<file path="config.mk">
export PLATFORM = sky130hd
export DESIGN_NAME = knn_dist
export DESIGN_NICKNAME = d
export VERILOG_FILES = /design/src/rtl/knn_pkg.sv /design/src/rtl/knn_dist.sv
export SDC_FILE = /design/constraint.sdc
export NUM_CORES = 1
export LEC_CHECK = 0
export ABC_AREA = 1
export BUFFER_PORTS_ARGS = -buffer_cell sky130_fd_sc_hd__clkbuf_2
export CORE_MARGIN = 1.5
export CORE_UTILIZATION = 40
export DETAILED_ROUTE_END_ITERATION = 10
export SKIP_CTS_REPAIR_TIMING = 1
export SLEW_MARGIN = 20
export SYNTH_ARGS = -nofsm -noshare
export SYNTH_HDL_FRONTEND = slang
export SYNTH_SLANG_ARGS = --single-unit
</file>
<file path="constraint.sdc">
create_clock -name clk_i -period 3.8 [get_ports clk_i]
set_input_delay 0.38 -clock clk_i [delete_from_list [all_inputs] [get_ports clk_i]]
set_output_delay 0.38 -clock clk_i [all_outputs]
set_load 0.005 [all_outputs]
</file>
<file path="src/rtl/knn_pkg.sv">
// ----------------------------------------------------------------------------
// knn_pkg
// Shared sizes, codes and types of the k-nearest-neighbor vote classifier.
// ----------------------------------------------------------------------------
package knn_pkg;

  localparam int MaxRows  = 4096;
  localparam int MaxFeat  = 32;
  localparam int MaxNbr   = 16;

  localparam int RowW     = $clog2(MaxRows);
  localparam int FeatW    = $clog2(MaxFeat);
  localparam int AddrW    = RowW + FeatW;
  localparam int RowCntW  = RowW + 1;
  localparam int FeatCntW = FeatW + 1;
  localparam int NbrW     = $clog2(MaxNbr) + 1;
  localparam int ValW     = 16;
  localparam int ProdW    = 32;
  localparam int DistW    = 40;
  localparam int VotesW   = 5;
  localparam int ProbW    = 16;
  localparam int NumW     = VotesW + 15;
  localparam int CfgW     = 13;
  localparam int CfgIdxW  = 2;

  localparam logic FuncLoad  = 1'b0;
  localparam logic FuncQuery = 1'b1;

  typedef enum logic [CfgIdxW-1:0] {
    CfgTrainRows = 2'd0,
    CfgFeatCount = 2'd1,
    CfgNbrCount  = 2'd2
  } cfg_idx_e;

  typedef struct packed {
    logic valid;
    logic last;
    logic zero;
  } knn_tag_t;

endpackage

</file>
<file path="src/rtl/knn_dist.sv">
// ----------------------------------------------------------------------------
// knn_dist
// Shared square-and-accumulate unit: one feature difference per cycle.
// ----------------------------------------------------------------------------
module knn_dist (
  input  logic                      clk_i,
  input  logic                      rst_ni,
  input  knn_pkg::knn_tag_t         tag_i,
  input  logic [knn_pkg::ValW-1:0]  train_val_i,
  input  logic [knn_pkg::ValW-1:0]  query_val_i,
  input  logic                      label_i,
  output logic                      ins_valid_o,
  output logic [knn_pkg::DistW-1:0] ins_dist_o,
  output logic                      ins_label_o,
  output logic                      busy_o
);
  import knn_pkg::*;

  logic signed [ValW:0]    diff;
  logic signed [2*ValW+1:0] sq;
  logic [ProdW-1:0]        prod_d, prod_q;
  knn_tag_t                tag_q;
  logic                    label_q;
  logic [DistW-1:0]        acc_q, sum;

  assign diff   = $signed({query_val_i[ValW-1], query_val_i})
                - $signed({train_val_i[ValW-1], train_val_i});
  assign sq     = diff * diff;
  assign prod_d = tag_i.zero ? '0 : sq[ProdW-1:0];
  assign sum    = acc_q + {{(DistW-ProdW){1'b0}}, prod_q};

  always_ff @(posedge clk_i) begin
    prod_q  <= prod_d;
    label_q <= label_i;
  end

  always_ff @(posedge clk_i or negedge rst_ni) begin
    if (!rst_ni) begin
      tag_q       <= '0;
      acc_q       <= '0;
      ins_valid_o <= 1'b0;
      ins_dist_o  <= '0;
      ins_label_o <= 1'b0;
    end else begin
      tag_q       <= tag_i;
      ins_valid_o <= tag_q.valid & tag_q.last;
      if (tag_q.valid) begin
        if (tag_q.last) begin
          ins_dist_o  <= sum;
          ins_label_o <= label_q;
          acc_q       <= '0;
        end else begin
          acc_q <= sum;
        end
      end
    end
  end

  assign busy_o = tag_q.valid | ins_valid_o;

endmodule

</file>
After elaboration in Yosys (flattened, before gate mapping) --
Cells that the tools add are included.
Cells by class: add/subtract/negate cells 2, $mul 1, multiplexer cells 1, bitwise operators 2, reductions and logical operators 1
Operator list (count):
- $add A40 B32 Y40 | 1
- $mux W40 | 1
- $mul A17 B17 Y32 | 1
- $sub A16 B16 Y17 | 1
- $reduce_and A2 Y1 | 1
- $and A1 B1 Y1 | 1
- $or A1 B1 Y1 | 1
Storage, ports and cells: register bits 117, output and inout port bits 43, logic and storage cells 15

Logic depth before layout (Yosys ltp) --
depth after elaboration 2, depth in mapped cells 39

Worst setup path before layout --
OpenSTA, ideal clock, no wires.
path kind in2reg, from input query_val_i[0] in the netlist's numbering, to register prod_q[29], setup time 113 ps, arrival 6520 ps, slack -2833 ps, stages on the path 33, buffers on the path 1, path through inv_1 > ha_1 > fa_1 > inv_1 > nand2_1 > nand2_1 > nand3_1 > nand2_1 > a31o_2 > or2_0 > nand2_1 > buf_4 > nor2_1 > inv_1 > fa_1 > inv_1 > fa_1 > fa_1 > fa_1 > fa_1 > inv_1 > fa_1 > inv_1 > ha_1 > nand2_1 > nor2_1 > inv_1 > nor2_1 > inv_1 > o211ai_1 > a21oi_1 > nor2_1 > nor2_1
On the way: cells in the longest elaborated chain, start to end 2
RTL lines:
- from (decl) | RTL line knn_dist.sv:10 | input logic [knn_pkg::ValW-1:0] query_val_i,
- $sub A16 B16 Y17 | RTL line knn_dist.sv:27 | - $signed({train_val_i[ValW-1], train_val_i});
- $mul A17 B17 Y32 | RTL line knn_dist.sv:28 | assign sq = diff * diff;
- to (signal assigned) | RTL line knn_dist.sv:33 | prod_q <= prod_d;
- to (decl) | RTL line knn_dist.sv:21 | logic [ProdW-1:0] prod_d, prod_q;
Every way passes these cells. A chain may end at the register's enable or synchronous reset.

Worst setup path in the final report --
from input query_val_i[0] in the netlist's numbering, to register prod_q[21]
Same word-level chain as after synthesis.

==> impl_metrics.yaml <==
clock_network:
  clk_pin_slew_ps: 60
  cts_buffers: 17
  cts_max_path_buffers: 2
  cts_tree: "built"
  clock-root-buffer: "clkbuf_16"
  worstSkewPairLatency_ps: 420
  htreeDepth: 4
  clkSinkCount: 116
detailed_routing:
  drc: 10
  drtIter0Drc: 900
  wirelength_um: 48100
  dr.pass1.iters: 10
  ant_nets: 0
  num_vias: 15153
  wl_per_cell_um: 15.6
  viasPerCell: 4.92
grt:
  track_usage_pct: 22.6
  grt_remaining_overflow: 0
  grt_start_max_net_pins: 85
  antenna_found_initial: 1
  grt_pass1_vias: 15794
  grt_first_pass_wirelength_um: 78100
worst_setup_path:
  worst_r2r_path_depth: 12
  slowest_stage: "fa_1"
  path_class: "input pin to flop"
  crit_fanout: 5
  end_kind: "flop"
  rrSetupSlack_ps: 1220
  endpoint: "prod_q[21]$_SDFF_PP0_"
  cp-start-kind: "input pin"
  r2r-end: "acc_q[25]$_DFFE_PN0P_"
  timing.rr.start: "acc_q[2]$_DFFE_PN0P_"
  critPathMaxStageDelay_ps: 550
  cp.required_ps: 4160
  crit_start: "query_val_i[0]"
  critPathArrivalTime_ps: 6780
synthesis:
  ys.flop_type: "dfrtp_1"
  synth_nets: 2584
  ys_warn_count: 0
  ys_types: 49
  synth-edff-count: 0
  syn_inst: 2162
  async_flop_share_pct: 72.4
  synth_area_um2: 16700
  synth-seq-cells: 116
  yosysSeqAreaShare_pct: 16.5
  synth.avg_cell_area_um2: 7.71
die:
  ioPinCount: 81
  core_area_um2: 41000
  die_h_um: 207
  rows: 74
  die_area_um2: 42900
  start_util_pct: 40.6
  fp.dieW_um: 207
timing:
  period_minus_slack_ps: 6420
  rsz0062_at_grt: "true"
  finalHoldViolations: 0
  period_share_pct: 169
  finalSetupViolations: 27
  relSlewSlack_pct: 47.3
  fmax_mhz: 156
  worst_pin_slew_ps: 791
  setup_slack_ps: -2620
  slew_viol_final: 0
  fin_skew_ps: 11.1
job:
  drv_cap: 0
finish:
  synthToLayoutAreaGrowth_pct: 34.9
  final_nets: 2956
  drive_above_1_share_pct: 30.0
  postLayoutCoreUtil_pct: 54.8
run_status:
  outcome: "finished, violations left"
  violations: "design-rule violations, negative setup slack"
placed_design:
  place_hpwl_um: 39600
  port_buffers: 80
  gp_congestion: 0.904
min_path:
  hp-class: "input pin to asynchronous set/reset pin"
[placed cells by master (no fill, tap or decap), types with 39 or more instances in the layout]
master	Yosys	routed
ha_1	126	86
fa_1	258	239
inv_2	7	53
dfrtp_1	84	84
a21oi_1	103	71
nand2_2	7	43
inv_1	500	445
o21ai_0	94	81
nand2_1	458	398
nand3_1	92	82
clkbuf_2	0	72
buf_4	5	267
ha_4	0	39
nor2_1	213	154
[kinds of logic after synthesis]
family                     synth area share [%]
adders and majority gates                  40.4
DFF                                        16.5
and+or+nand+nor                            20.8
xor gates and xnor gates                   1.42
buffers and inverters                      12.5
AOI/OAI and AO/OA                          8.41
[synthesized netlist by cell type (10+ instances only)]
master | n | area [µm²]
inv_1 | 500 | 1880
nand2_1 | 458 | 1720
fa_1 | 258 | 5160
nor2_1 | 213 | 800
ha_1 | 126 | 1580
a21oi_1 | 103 | 515
o21ai_0 | 94 | 470
nand3_1 | 92 | 460
dfrtp_1 | 84 | 2100
dfxtp_1 | 32 | 641
clkbuf_1 | 25 | 93.8
nand4_1 | 16 | 100
xnor2_1 | 15 | 131
nor3_1 | 14 | 70.1
xor2_1 | 12 | 105
nand3b_1 | 11 | 82.6
or2_2 | 10 | 62.6
[cell type report]
cell class	count	area (µm²)
antenna	1	2.50
multi-input combinational	1503	13500
clock inverter	15	195
sequential	116	2740
fill	3781	18500
clock buffer	17	425
timing repair buffer	388	3020
inverter	508	1950
tap	532	666
[state kept, by name (all words and copies together), names as in the netlist]
signal / count
tag_q: 2
ins_valid_o: 1
label_q: 1
prod_q: 31
acc_q: 40
ins_label_o: 1
ins_dist_o: 40
[critical path, delay by kind of cell]
| family | cells | cell delay [ps] |
|---|---|---|
| compound gates | 6 | 860 |
| fa+ha+maj | 9 | 3850 |
| buf+inv | 11 | 930 |
| simple gates | 9 | 710 |
[routing by layer]
layer,GRT usage (%),routed length [µm],up-vias,share of wire (%)
met1,30.8,22000,7441,46
met5,0,0,-,0
met2,38.7,23400,328,49
met4,4.56,796,0,1.7
met3,2.96,1990,63,4.1
li1,-,-,7321,-
[worst min-delay path by stage]
| stage | to | slack (ps) |
|---|---|---|
| finish | ins_label_o$_DFFE_PN0P_ | 7 |
| global placement | ins_label_o$_DFFE_PN0P_ | 410 |
| floorplan | acc_q[0]$_DFFE_PN0P_ | 80 |
| global route | label_q$_DFF_P_ | 50 |
| CTS | label_q$_DFF_P_ | 50 |
| detailed placement | ins_label_o$_DFFE_PN0P_ | 430 |
[per-stage QoR]
stage | cell area [µm²] | std cells | setup slack [ps] | TNS, ps | hold slack (ps)
final | 22500 | 3080 | -2620 | -56800 | 7.29
after global routing | 22500 | 3079 | -2900 | -63490 | 46.9
after CTS | 20700 | 3032 | -2850 | -62720 | 50.3
after detailed placement | 20100 | 3000 | -3270 | -74380 | 433
after global placement | 20100 | 3000 | -3290 | -72310 | 413
after floorplan | 17200 | 2162 | -2480 | -53860 | 84.4
Power is not shown: default switching activity piles up to over one toggle a cycle in this logic, so the estimate is an artifact.
