==> src/rtl/knn_pkg.sv <==
// ----------------------------------------------------------------------------
// knn_pkg
// Shared sizes, codes and types of the k-nearest-neighbor vote classifier.
// ----------------------------------------------------------------------------
package knn_pkg;

  localparam int MaxRows  = 4096;
  localparam int MaxFeat  = 32;
  localparam int MaxNbr   = 16;

  localparam int RowW     = $clog2(MaxRows);
  localparam int FeatW    = $clog2(MaxFeat);
  localparam int AddrW    = RowW + FeatW;
  localparam int RowCntW  = RowW + 1;
  localparam int FeatCntW = FeatW + 1;
  localparam int NbrW     = $clog2(MaxNbr) + 1;
  localparam int ValW     = 16;
  localparam int ProdW    = 32;
  localparam int DistW    = 40;
  localparam int VotesW   = 5;
  localparam int ProbW    = 16;
  localparam int NumW     = VotesW + 15;
  localparam int CfgW     = 13;
  localparam int CfgIdxW  = 2;

  localparam logic FuncLoad  = 1'b0;
  localparam logic FuncQuery = 1'b1;

  typedef enum logic [CfgIdxW-1:0] {
    CfgTrainRows = 2'd0,
    CfgFeatCount = 2'd1,
    CfgNbrCount  = 2'd2
  } cfg_idx_e;

  typedef struct packed {
    logic valid;
    logic last;
    logic zero;
  } knn_tag_t;

endpackage

==> src/rtl/knn_topk.sv <==
// ----------------------------------------------------------------------------
// knn_topk
// Sorted list of the nearest (distance, label) pairs with shift insertion.
// ----------------------------------------------------------------------------
module knn_topk (
  input  logic                       clk_i,
  input  logic                       rst_ni,
  input  logic                       clear_i,
  input  logic                       ins_valid_i,
  input  logic [knn_pkg::DistW-1:0]  dist_i,
  input  logic                       label_i,
  input  logic [knn_pkg::NbrW-1:0]   k_i,
  output logic [knn_pkg::VotesW-1:0] votes_o
);
  import knn_pkg::*;

  logic [DistW-1:0] dist_q [MaxNbr];
  logic             lab_q  [MaxNbr];
  logic [MaxNbr-1:0] closer;

  always_comb begin
    for (int i = 0; i < MaxNbr; i++) begin
      closer[i] = (dist_i < dist_q[i]) || ((dist_i == dist_q[i]) && !label_i && lab_q[i]);
    end
  end

  always_ff @(posedge clk_i or negedge rst_ni) begin
    if (!rst_ni) begin
      for (int i = 0; i < MaxNbr; i++) begin
        dist_q[i] <= '1;
        lab_q[i]  <= 1'b0;
      end
    end else if (clear_i) begin
      for (int i = 0; i < MaxNbr; i++) begin
        dist_q[i] <= '1;
        lab_q[i]  <= 1'b0;
      end
    end else if (ins_valid_i) begin
      for (int i = 0; i < MaxNbr; i++) begin
        if (closer[i]) begin
          if (i > 0 && closer[(i > 0) ? i-1 : 0]) begin
            dist_q[i] <= dist_q[(i > 0) ? i-1 : 0];
            lab_q[i]  <= lab_q[(i > 0) ? i-1 : 0];
          end else begin
            dist_q[i] <= dist_i;
            lab_q[i]  <= label_i;
          end
        end
      end
    end
  end

  always_comb begin
    votes_o = '0;
    for (int i = 0; i < MaxNbr; i++) begin
      if (NbrW'(i) < k_i && lab_q[i]) begin
        votes_o = votes_o + VotesW'(1);
      end
    end
  end

endmodule

==> config.mk <==
export PLATFORM = sky130hd
export DESIGN_NAME = knn_topk
export DESIGN_NICKNAME = d
export VERILOG_FILES = /design/src/rtl/knn_pkg.sv /design/src/rtl/knn_topk.sv
export SDC_FILE = /design/constraint.sdc
export NUM_CORES = 2
export LEC_CHECK = 0
export ABC_CLOCK_PERIOD_IN_PS = 13150
export BUFFER_PORTS_ARGS = -buffer_cell sky130_fd_sc_hd__clkbuf_2
export CAP_MARGIN = 20
export CORE_MARGIN = 8
export CORE_UTILIZATION = 40
export CTS_BUF_LIST = sky130_fd_sc_hd__clkbuf_8
export CTS_CLUSTER_DIAMETER = 60
export CTS_CLUSTER_SIZE = 28
export DETAILED_ROUTE_END_ITERATION = 10
export GPL_TIMING_DRIVEN = 0
export PLACE_DENSITY = 0.58
export SYNTH_ARGS = -nofsm -noshare
export SYNTH_HDL_FRONTEND = slang
export SYNTH_SLANG_ARGS = --single-unit
==> constraint.sdc <==
create_clock -name clk_i -period 13.15 [get_ports clk_i]
set_input_delay 2.63 -clock clk_i [delete_from_list [all_inputs] [get_ports clk_i]]
set_output_delay 2.63 -clock clk_i [all_outputs]
set_load 0.1 [all_outputs]
* After elaboration in Yosys (flattened, before gate mapping)
Index checks and enable logic that the tools add are counted.
Storage, ports and cells: bits in registers 656, input bits 50, output and inout port bits 5, word-level logic and storage cells 275
Operators by class: $add $sub $neg 15, magnitude comparators 32, equality and inequality tests 16, mux-type cells 82, reduce and logical (&&, ||, !) cells 98
Operators by type and width (count):
- $mux W640 | 2
- $mux W40 | 31
- $eq A40 B40 Y1 | 16
- $lt A40 B40 Y1 | 16
- $mux W5 | 15
- $add A5 B1 Y5 const B | 14
- $logic_and A1 B1 Y1 | 48
- $lt A4 B5 Y1 const A | 8
- $reduce_bool A2 Y1 | 17
- $mux W1 | 32
- $mux W16 | 2
- $reduce_and A2 Y1 | 16
- $lt A3 B5 Y1 const A | 4
- $logic_or A1 B1 Y1 | 16
- $lt A1 B5 Y1 const A | 2
- $lt A2 B5 Y1 const A | 2
- $add A1 B1 Y2 const B | 1
- $logic_not A1 Y1 | 1

* Logic depth before layout (Yosys ltp)
depth after elaboration 33, gate-level depth with buffers 47, gate-level depth less buffers 45

* Worst setup path after synthesis
No wires, ideal clock.
kind input to output, start in k_i[4] in the netlist's numbering, end out votes_o[4] in the netlist's numbering, data arrival time 11.169 ns, required time 10.520 ns, slack -0.649 ns, stages 47, path buffers 4, cells stage by stage buf_6 > or3_4 > buf_6 > o21ai_0 > inv_1 > ha_1 > clkbuf_1 > nor3b_1 > o21ai_0 > o41ai_1 > or2_1 > buf_6 > xor2_1 > nand2_1 > nand2_1 > ha_1 > mux2_2 > o21ai_2 > [... 11 more ...] > a31oi_1 > xor2_1 > mux2i_1 > ha_1 > a21o_1 > xor2_1 > nand2_1 > nand2_1 > ha_1 > nor2_1 > a31oi_1 > mux2i_1 > inv_1 > ha_1 > nand3_1 > nor3_2 > xnor2_1 > xnor2_1
Between the ends: word-level cells in the longest chain between the ends 33, elaborated cells between the ends (all ways) 63, classes of those cells add/sub: 15; order compare: 16; mux: 16; reduce/logical: 16
RTL lines:
- from (decl) | line knn_topk.sv:12 | input logic [knn_pkg::NbrW-1:0] k_i,
- $lt A1 B5 Y1 | line knn_topk.sv:56 | if (NbrW'(i) < k_i && lab_q[i]) begin
- $logic_and A1 B1 Y1 | line knn_topk.sv:56
- $mux W1 | line knn_topk.sv:56
- $add A1 B1 Y2 | line knn_topk.sv:57 | votes_o = votes_o + VotesW'(1);
- $mux W5 | line knn_topk.sv:56
- $add A5 B1 Y5 | line knn_topk.sv:57
- $mux W5 | line knn_topk.sv:56
- $add A5 B1 Y5 | line knn_topk.sv:57
- [... 17 more ...]
- $add A5 B1 Y5 | line knn_topk.sv:57
- $mux W5 | line knn_topk.sv:56
- $add A5 B1 Y5 | line knn_topk.sv:57
- $mux W5 | line knn_topk.sv:56
- $add A5 B1 Y5 | line knn_topk.sv:57
- $mux W5 | line knn_topk.sv:56
- $add A5 B1 Y5 | line knn_topk.sv:57
- $mux W5 (*) | line knn_topk.sv:56
- to (decl) | line knn_topk.sv:13 | output logic [knn_pkg::VotesW-1:0] votes_o
Every way passes the cells marked *; elsewhere a longest branch is shown, timed or not.

* Final worst setup path
Ends and elaborated chain as after synthesis.

==> reports/results.ini <==
[layout]
final_area_um2 = 54360
drive_gt1_frac = 0.1664
final-seq-area_um2 = 17220
multi_input_area_um2 = 28850
nFillCells = 12260
post-route-util = 0.4408
syn_to_final_growth_pct = 9.623
stdcell_count = 7248
nNetsFinal = 6250

[clock_network]
cts_buffers = 79
clock-sinks = 656
clk_pin_slew_ns = 0.07
cts_tree = built
clk_latency_ns = 0.79
clockBufferDepth = 3
cts_hold_buf = 0
cts-root-buf = clkbuf_8
htreeDepth = 3

[logic_synthesis]
synth.area.top_cells = dfstp_2 34%, ha_1 17%, mux2i_1 9.8%
ys_ff_latch = 656
synthXorXnorAreaFrac = 0.01191
synth_most_common_cell = inv_1
synthArstFlopShare = 1.000
synth_edf_count = 0
ys.flop_type = dfstp_2
yosys.area_share.simple = 0.1060
netlist_instances = 5389
yosysTopAreaCell = dfstp_2
synth.yosys.seq_area_share = 0.3472
ys_warn_count = 0
avgSynthCellArea_um2 = 9.202
synth.distinct_cells = 75
syn_area_um2 = 49590
synth-adder-area-share = 0.1660
ys_top_cells_by_count = 661 x inv_1, 657 x ha_1, 640 x dfstp_2, 487 x mux2i_1, 387 x nand2_1
synth_top_area_frac = 0.3391
synth_mux_area_frac = 0.1001
synth.net_count = 6096
synth-compound-area-share = 0.1936
synth_top_family_by_area = compound AO/OA/AOI/OAI gates

[grt]
gr-total-overflow = 0
grt_pass1_wl_um = 240900
grt_max_degree = 112
grt_pass1_vias = 41470
antenna_found_initial = 3
grt_usage = 0.2252

[power_and_ir_drop]
power.share.switching = 0.3574
pwr-share-comb = 0.278
p_switching_mw = 2.099
p_int_mw = 3.774
clkPwrFrac = 0.308
pwr-share-seq = 0.413
leakagePower_nw = 30.77
peakVddDrop_mv = 0.1053
p_per_area_nw_per_um2 = 108.0

[floorplan]
die_x_um = 368.1
die_area_um2 = 135500
core.rowCount = 129
initial_core_util = 0.4021
io_pins = 55
core_area_um2 = 123300
die_y_um = 368.1

[setup_path]
setup.worst_path.start_class = input port
critical_path.most_common_cell = nand2_1
worst-path-max-fanout = 10
critPathKind = in -> out
ff2ff_path_depth = 18
cp-end-kind = output pin
worstPathArrival_ns = 10.23
cp.required_ns = 10.52
max_stage_delay_ns = 0.38
cp_slowest_cell = or3_4

[worst_hold_path]
hold_path_depth = 2
min_path_type = reg -> reg

[placed_design]
dp_hpwl_um = 126000
gp_congestion = 0.9205
placed_area_um2 = 52170
dpl.cell_count = 7089
io_buffers = 53
post-place-ws_ns = -0.6930

[routing]
wl_per_cell_um = 21.61
vias_per_cell = 5.479
drt_iter0_drc = 2144
drt_first_pass_iters = 5
wl_um = 156600
drc_errors = 0
antenna_left = 0
detailroute.via_count = 39710

[timing]
period_minus_slack_ns = 12.86
final_hold_viol_count = 0
slew_viol_final = 0
hold_ws_ns = 0.4982
skew_ns = 0.06726
max_slew_margin = 0.1580
setup_viol = 0
worst_pin_slew_ns = 1.251
fmax_mhz = 77.75
setup_slack_ns = 0.2880
fin_crit_sh = 0.9781

[job]
cap_viol_max_count = 0

[run_status]
status = finished, final reports clean

==> what timing repair did <==
item / CTS / global route
gates resized for setup: 10 / 31
setup endpoints to repair: 4 / 4
buffers inserted: 1 / 10
pin swaps: 0 / 13
==> layout by cell type (no fill, tap or decap), types with 167 or more instances in the layout <==
master / synthesis / final
inv_1: 661 / 661
clkbuf_1: 285 / 283
ha_1: 657 / 655
a21o_1: 167 / 167
o211ai_1: 290 / 290
o21ai_0: 239 / 236
a21oi_1: 341 / 339
nand2_1: 387 / 386
nor2_1: 286 / 285
dfstp_2: 640 / 640
mux2i_1: 487 / 487
==> metal layers <==
metal	part of all wire	global-route usage	up-vias
li1	-	-	19400
met1	0.44	0.2887	19250
met2	0.47	0.3858	771
met3	0.042	0.02696	286
met4	0.045	0.08813	0
met5	0	0	-
==> cells by family after synthesis <==
kind of cell / after synthesis
AO/OA/AOI/OAI: 1430
AND/OR/NAND/NOR: 1110
buffers and inverters: 986
adder cells (fa/ha/maj): 658
flip-flops: 656
multiplexers: 494
XOR/XNOR: 55
==> registers in the layout, summed over array words and instances, names as in the netlist <==
signal  count
dist_q    640
lab_q      16
==> power groups by stage <==
stage | registers (mW) | clock network [mW] | logic, mW
4_1_cts | 2.42 | 1.86 | 1.61
3_3_place_gp | 2.45 | 0 | 1.56
2_1_floorplan | 2.40 | 0 | 1.12
5_1_grt | 2.45 | 1.93 | 1.82
3_5_place_dp | 2.45 | 0 | 1.60
6_report | 2.43 | 1.81 | 1.63
==> cell type report <==
cell class	instances	share of cell area
flip-flops and latches	656	0.3167
clock inverters	60	0.01351
repair buffers	74	0.01096
inverters	663	0.04578
multi-input cells	3747	0.5307
well taps	1637	0.03768
clock buffers	86	0.02177
diodes	3	0.0001381
plain buffers	322	0.02279
==> critical path: cells and delay by family <==
family	cells	cell delay, ns
xor gates and xnor gates	7	1.16
buffers and inverters	6	0.81
muxes	3	0.51
adders and majority gates	7	1.80
AOI/OAI and AO/OA	10	1.60
and+or+nand+nor	14	1.72
==> metrics by stage <==
stage | total power [mW] | setup TNS, ns
2_1_floorplan | 3.517 | -0.4171
3_3_place_gp | 4.009 | -927.85
3_5_place_dp | 4.055 | -2.034
4_1_cts | 5.895 | 0
5_1_grt | 6.205 | -0.1228
6_report | 5.872 | 0
==> final timing paths <==
path	startpoint	end	slack, ns
min	dist_q[237]	dist_q[237]	0.50
max in group asynchronous	rst_ni	dist_q[54]	9.79
min reg2reg	dist_q[237]	dist_q[237]	0.50
min in group asynchronous	rst_ni	lab_q[13]	1.84
max	k_i[4]	votes_o[4]	0.29
max reg2reg	dist_q[169]	dist_q[193]	8.03
Note: power is estimated with default switching activity, not from simulation.
