## config.mk

```make
export PLATFORM = sky130hd
export DESIGN_NAME = knn_div
export DESIGN_NICKNAME = d
export VERILOG_FILES = /design/src/rtl/knn_pkg.sv /design/src/rtl/knn_div.sv
export SDC_FILE = /design/constraint.sdc
export NUM_CORES = 1
export LEC_CHECK = 0
export BUFFER_PORTS_ARGS = -buffer_cell sky130_fd_sc_hd__clkbuf_2
export CORE_ASPECT_RATIO = 2
export CORE_MARGIN = 5
export CORE_UTILIZATION = 29
export CTS_BUF_LIST = sky130_fd_sc_hd__clkbuf_16
export CTS_CLUSTER_DIAMETER = 40
export DETAILED_ROUTE_END_ITERATION = 16
export PLACE_DENSITY = 0.46
export SLEW_MARGIN = 30
export SYNTH_ARGS = -nofsm -noshare
export SYNTH_HDL_FRONTEND = slang
export SYNTH_SLANG_ARGS = --single-unit
```

## constraint.sdc

```tcl
create_clock -name clk_i -period 2.4 [get_ports clk_i]
set_input_delay 0.36 -clock clk_i [delete_from_list [all_inputs] [get_ports clk_i]]
set_output_delay 0.36 -clock clk_i [all_outputs]
set_load 0.005 [all_outputs]
```

## src/rtl/knn_pkg.sv

```systemverilog
// ----------------------------------------------------------------------------
// knn_pkg
// Shared sizes, codes and types of the k-nearest-neighbor vote classifier.
// ----------------------------------------------------------------------------
package knn_pkg;

  localparam int MaxRows  = 4096;
  localparam int MaxFeat  = 32;
  localparam int MaxNbr   = 16;

  localparam int RowW     = $clog2(MaxRows);
  localparam int FeatW    = $clog2(MaxFeat);
  localparam int AddrW    = RowW + FeatW;
  localparam int RowCntW  = RowW + 1;
  localparam int FeatCntW = FeatW + 1;
  localparam int NbrW     = $clog2(MaxNbr) + 1;
  localparam int ValW     = 16;
  localparam int ProdW    = 32;
  localparam int DistW    = 40;
  localparam int VotesW   = 5;
  localparam int ProbW    = 16;
  localparam int NumW     = VotesW + 15;
  localparam int CfgW     = 13;
  localparam int CfgIdxW  = 2;

  localparam logic FuncLoad  = 1'b0;
  localparam logic FuncQuery = 1'b1;

  typedef enum logic [CfgIdxW-1:0] {
    CfgTrainRows = 2'd0,
    CfgFeatCount = 2'd1,
    CfgNbrCount  = 2'd2
  } cfg_idx_e;

  typedef struct packed {
    logic valid;
    logic last;
    logic zero;
  } knn_tag_t;

endpackage

```

## src/rtl/knn_div.sv

```systemverilog
// ----------------------------------------------------------------------------
// knn_div
// Restoring divider, one quotient bit per cycle, for the vote fraction.
// ----------------------------------------------------------------------------
module knn_div (
  input  logic                       clk_i,
  input  logic                       rst_ni,
  input  logic                       start_i,
  input  logic [knn_pkg::NumW-1:0]   num_i,
  input  logic [knn_pkg::NbrW-1:0]   den_i,
  output logic                       done_o,
  output logic [knn_pkg::ProbW-1:0]  quot_o
);
  import knn_pkg::*;

  localparam int CntW = $clog2(NumW + 1);

  logic [NumW-1:0] num_q;
  logic [NbrW:0]   rem_q, rem_sh;
  logic [NbrW-1:0] den_q;
  logic [CntW-1:0] cnt_q;
  logic            run_q;

  assign rem_sh = {rem_q[NbrW-1:0], num_q[NumW-1]};

  always_ff @(posedge clk_i or negedge rst_ni) begin
    if (!rst_ni) begin
      run_q  <= 1'b0;
      done_o <= 1'b0;
      cnt_q  <= '0;
      num_q  <= '0;
      rem_q  <= '0;
      den_q  <= '0;
    end else begin
      done_o <= run_q && !start_i && (cnt_q == CntW'(NumW - 1));
      if (start_i) begin
        run_q <= 1'b1;
        cnt_q <= '0;
        num_q <= num_i;
        rem_q <= '0;
        den_q <= den_i;
      end else if (run_q) begin
        if (rem_sh >= {1'b0, den_q}) begin
          rem_q <= rem_sh - {1'b0, den_q};
          num_q <= {num_q[NumW-2:0], 1'b1};
        end else begin
          rem_q <= rem_sh;
          num_q <= {num_q[NumW-2:0], 1'b0};
        end
        cnt_q <= cnt_q + CntW'(1);
        if (cnt_q == CntW'(NumW - 1)) begin
          run_q <= 1'b0;
        end
      end
    end
  end

  assign quot_o = num_q[ProbW-1:0];

endmodule

```

# --- Word level (Yosys, flattened, before mapping) ---
# Cells that the tools add are included.
classes:
  mux: 11
  n_lt_le_gt_ge: 1
  eq_ne: 1
  n_addsub: 2
  reduce_logical: 4
op_table:
  columns: ["op", "count"]
  rows:
  - ["2-to-1 mux 20 bit", 2]
  - ["2-to-1 mux 5 bit", 5]
  - [">= comparator 6 x 5 -> 1 bit", 1]
  - ["adder 5 x 1 -> 5 bit, second input constant", 1]
  - ["== test 5 bit, second input constant", 1]
  - ["subtractor 5 bit", 1]
  - ["2-to-1 mux 1 bit", 4]
  - ["logical AND 1 bit", 2]
  - ["nonzero test 2 bit", 1]
  - ["logical NOT 1 bit", 1]
word_totals:
  inputBits: 28
  wordCells: 25
  register_bits: 37
  out_inout_bits: 17

# --- Depth between registers and ports, before layout ---
logic_depth:
  word_depth: 4
  ltp_mapped: 7
  mapped_depth_nobuf: 7

# --- Least setup slack after synthesis ---
# Ideal clock, no wire load.
synth_timing:
  path_kind: "reg-to-reg"
  from: "register num_q[19]"
  to: "register rem_q[4]"
  setup_ps: 122
  required_ps: 2278
  stages_incl_launch_ff: 8
  arrival_time_ps: 1724
  slack_ps: 555
  synth_period_minus_slack_ps: 1845
  n_path_buf: 0
  path_cell_list: "dfrtp_1 -> inv_1 -> ha_1 -> fa_1 -> nor2b_4 -> o31a_1 -> or3_1 -> a32o_1"
synth_between:
  elab_chain_cells: 4
  elab_cells_between_ends: 5
  classes_between: "add/sub: 1; order compare: 1; mux: 3"
synth_lines:
  columns: ["element", "line_no", "text"]
  rows:
  - ["start, declared", "knn_div.sv:18", "logic [NumW-1:0] num_q;"]
  - ["start signal, assigned", "knn_div.sv:39", "num_q <= num_i;"]
  - ["start signal, assigned", "knn_div.sv:45", "num_q <= {num_q[NumW-2:0], 1'b1};"]
  - ["start signal, assigned", "knn_div.sv:48", "num_q <= {num_q[NumW-2:0], 1'b0};"]
  - ["subtractor 5 bit / >= comparator 6 x 5 -> 1 bit (equally long branches)", "knn_div.sv:44, knn_div.sv:43", null]
  - ["2-to-1 mux 5 bit *", "knn_div.sv:43", "if (rem_sh >= {1'b0, den_q}) begin"]
  - ["2-to-1 mux 5 bit *", "knn_div.sv:42", "end else if (run_q) begin"]
  - ["2-to-1 mux 5 bit *", "knn_div.sv:36", "if (start_i) begin"]
  - ["end signal, assigned", "knn_div.sv:44", "rem_q <= rem_sh - {1'b0, den_q};"]
  - ["end signal, assigned", "knn_div.sv:47", "rem_q <= rem_sh;"]
  - ["end, declared", "knn_div.sv:19", "logic [NbrW:0] rem_q, rem_sh;"]
# Mark *: on every way between the ends. The rest lies on a longest branch, timed or not. The select of a mux whose other input is x is not followed.
# A chain may end at the register's enable or synchronous reset.

# --- Worst setup path after layout ---
layout_timing:
  from: "register rem_q[1]"
  to: "register rem_q[4]"
layout_between:
  elab_chain_cells: 4
  elab_cells_between_ends: 5
  classes_between: "add/sub: 1; order compare: 1; mux: 3"
layout_lines:
  columns: ["element", "line_no"]
  rows:
  - ["subtractor 5 bit / >= comparator 6 x 5 -> 1 bit (equally long branches)", "knn_div.sv:44, knn_div.sv:43"]
  - ["2-to-1 mux 5 bit *", "knn_div.sv:43"]
  - ["2-to-1 mux 5 bit *", "knn_div.sv:42"]
  - ["2-to-1 mux 5 bit *", "knn_div.sv:36"]
# Marked as above.

==> results.cfg <==
[cts]
clk_latency_ps = 280
clock_tree_from_tritoncts = built
clock_input_transition_at_the_sequential_cells_of_the_worst_setup_and_hold_paths_ps = 60
cts-root-buf = clkbuf_16
tritoncts_num_sinks = 37
maximum_level_of_the_cts_h_tree = 2
post_cts.repair.setup_buffers = 0
post_cts_hold_buffer_count = 1
cts_inserted_buffers = 5
clk_path_buf_depth = 2
cts.repair.resized = 0

[synthesis]
synthesis.area_um2 = 1990
ys_seq_area_frac = 0.466
yosys_register_bits = 37
synth.avg_cell_area_um2 = 9.93
synth.net_count = 235
synthesis.instances = 200
yosysWarnings = 0
synth.lib_cells_used.distinct = 34

[floorplanning]
floorplan.initialDensity = 0.298
die_h_um = 127
die-area_um2 = 8700
top_level_ports = 45
dieWidth_um = 68.5
core-area_um2 = 6670
num_rows = 42

[place]
routabilityCongestion = 0.820
post_dp_cell_area_um2 = 2200
place_hpwl_mm = 3.27
buffer_ports.inserted = 44

[finish]
mostFrequentLayoutCells = clkbuf_2 (44), dfrtp_1 (37), o21ai_0 (26), nand2_1 (25), mux2i_1 (20)
ff_latch_area_um2 = 926
layout_commonest_cell = clkbuf_2
finish.instance_area_um2 = 2350
syn_to_final_growth_pct = 18.5
diodes = 0
fillCellCount = 718
fin_util = 0.353
drive_above_1_share = 0.268
multi_input_comb_area_um2 = 872
layout.nets = 265

[flow_run]
max_cap_viol_count = 0

[timing]
finalSetupViolations = 0
rsz0062_at_grt = no
timing.clock.skew_ps = 3.86
finalSetupTns_ps = 0
period_share = 0.812
clock.fmax_mhz = 513
max_slew_margin = 0.592
report.final.hold_viol_count = 0
final_max_slew_viol_count = 0
worst_hold_slack_ps = 288
worst_slew_pin_slew_ps = 611
finalCriticalPeriod_ps = 1950

[global_routing]
grt_antenna_before_repair = 0
grt_usage = 0.111
first_global_vias = 1555
grt_pass1_wl_mm = 7.28
grt_remaining_overflow = 0
grt_start_max_net_pins = 34

[setup_path]
cp_cell_sequence = ha_1 > nor2b_4 > o31a_1 > or3_1 > a32o_1
worstSetupStartpoint = rem_q[1]
cp.arrival_ps = 2120
worst_path_max_delay_cell = dfrtp_1
path_max_fanout = 5
kind_of_end_point_of_the_critical_path = flop
worst-endpoint-required_ps = 2570
worstPathBufferInverterCount = 0
worst-r2r-setup-slack_ps = 450
critical_path.startpoint_type = flop
worst_r2r_startpoint = rem_q[1]
timing.setup.critical_path_class = flop to flop
critical-path-max-stage-delay_ps = 410
critPathTopFamily = compound AO/OA/AOI/OAI gates

[worst_hold_path]
hold_path.startpoint = num_i[4]
hold_path_class = primary input to flop

[route]
dr.first_iter.drc_count = 42
detail_route.drc_violations = 0
wire_per_inst_um = 13.7
ant_nets = 0
first_pass_iteration_count_of_the_detailed_router = 3
vias = 1496
route.detailed.vias_per_inst = 4.69
finalWirelength_mm = 4.36

[power]
peakVddDrop_v = 0.000296
power_leakage_nw = 1.26
power_density_nw_per_um2 = 814

[run_status]
status = finished, final reports clean
==> metal layers <==
metal  track usage  part of all wire  up-vias
met3        0.0193             0.042       13
met2         0.180              0.52       35
met5             0                 0        -
li1              -                 -      738
met4        0.0657             0.036        0
met1         0.131              0.41      710
==> worst reg2reg max path: cells and delay by family, from the launching register on <==
family / cells / cell delay (ps)
flops: 1 / 410
compound gates: 2 / 540
simple gates: 2 / 520
fa+ha+maj: 1 / 370
==> synthesized netlist by cell type, drive strengths merged <==
cell type / count / share of area
a21o: 5 / 0.019
a21oi: 1 / 0.0044
a311oi: 5 / 0.022
a31oi: 1 / 0.0032
a32o: 1 / 0.0050
and3b: 1 / 0.0044
and4: 1 / 0.0044
buf: 20 / 0.070
clkbuf: 7 / 0.013
dfrtp: 37 / 0.47
fa: 1 / 0.010
ha: 6 / 0.038
inv: 6 / 0.011
mux2: 1 / 0.0057
mux2i: 20 / 0.10
nand2: 25 / 0.047
nand3: 5 / 0.013
nand4: 2 / 0.0063
nor2: 13 / 0.025
nor2b: 2 / 0.010
nor3: 1 / 0.0025
o211ai: 1 / 0.0038
o21a: 1 / 0.0038
o21ai: 26 / 0.066
o21bai: 1 / 0.0038
o31a: 1 / 0.0044
o31ai: 1 / 0.0063
or2: 1 / 0.0032
or3: 2 / 0.0063
xnor2: 2 / 0.0088
xor2: 3 / 0.013
==> path summary, 6_finish.rpt <==
check,end,cells past startpoint
max,rem_q[4],5
min,num_q[4],3
max reg2reg,rem_q[4],5
min reg2reg,rem_q[4],1
max in group asynchronous,cnt_q[3],3
min in group asynchronous,den_q[4],2
==> cells by family after synthesis <==
family                     count (synthesis)  share of synthesized area
xor gates and xnor gates                   5                     0.0221
DFF                                       37                      0.466
buffers and inverters                     33                     0.0945
adders and majority gates                  7                     0.0479
AOI/OAI and AO/OA                         44                      0.141
and+or+nand+nor                           53                      0.122
muxes                                     21                      0.106
==> per-stage QoR <==
stage                     instances  total power [W]  setup WS (ps)
after floorplan                 200          0.00117            555
after global placement          310          0.00130            491
after detailed placement        310          0.00131            448
after CTS                       319          0.00195            439
after global routing            319          0.00205            325
final                           319          0.00191            451
==> final cells by class <==
type | instances | share of cell area
clock buffer | 5 | 0.0532
clock inverter | 3 | 0.00744
inverter | 6 | 0.00957
multi-input combinational | 130 | 0.371
sequential | 37 | 0.393
tap | 88 | 0.0468
timing repair buffer | 50 | 0.119
==> state kept, by name (all words and copies together), names as in the netlist <==
name and cells:
cnt_q 5, done_o 1, run_q 1, rem_q 5, den_q 5, num_q 20
==> where the power goes <==
group	total, W	leakage, nW	internal (W)	switching [W]
Sequential	0.000775	0.460	0.000706	0.0000688
Combinational	0.000509	0.729	0.000245	0.000264
Clock	0.000630	0.0696	0.000380	0.000250
Power figures use the tool's default switching activity.
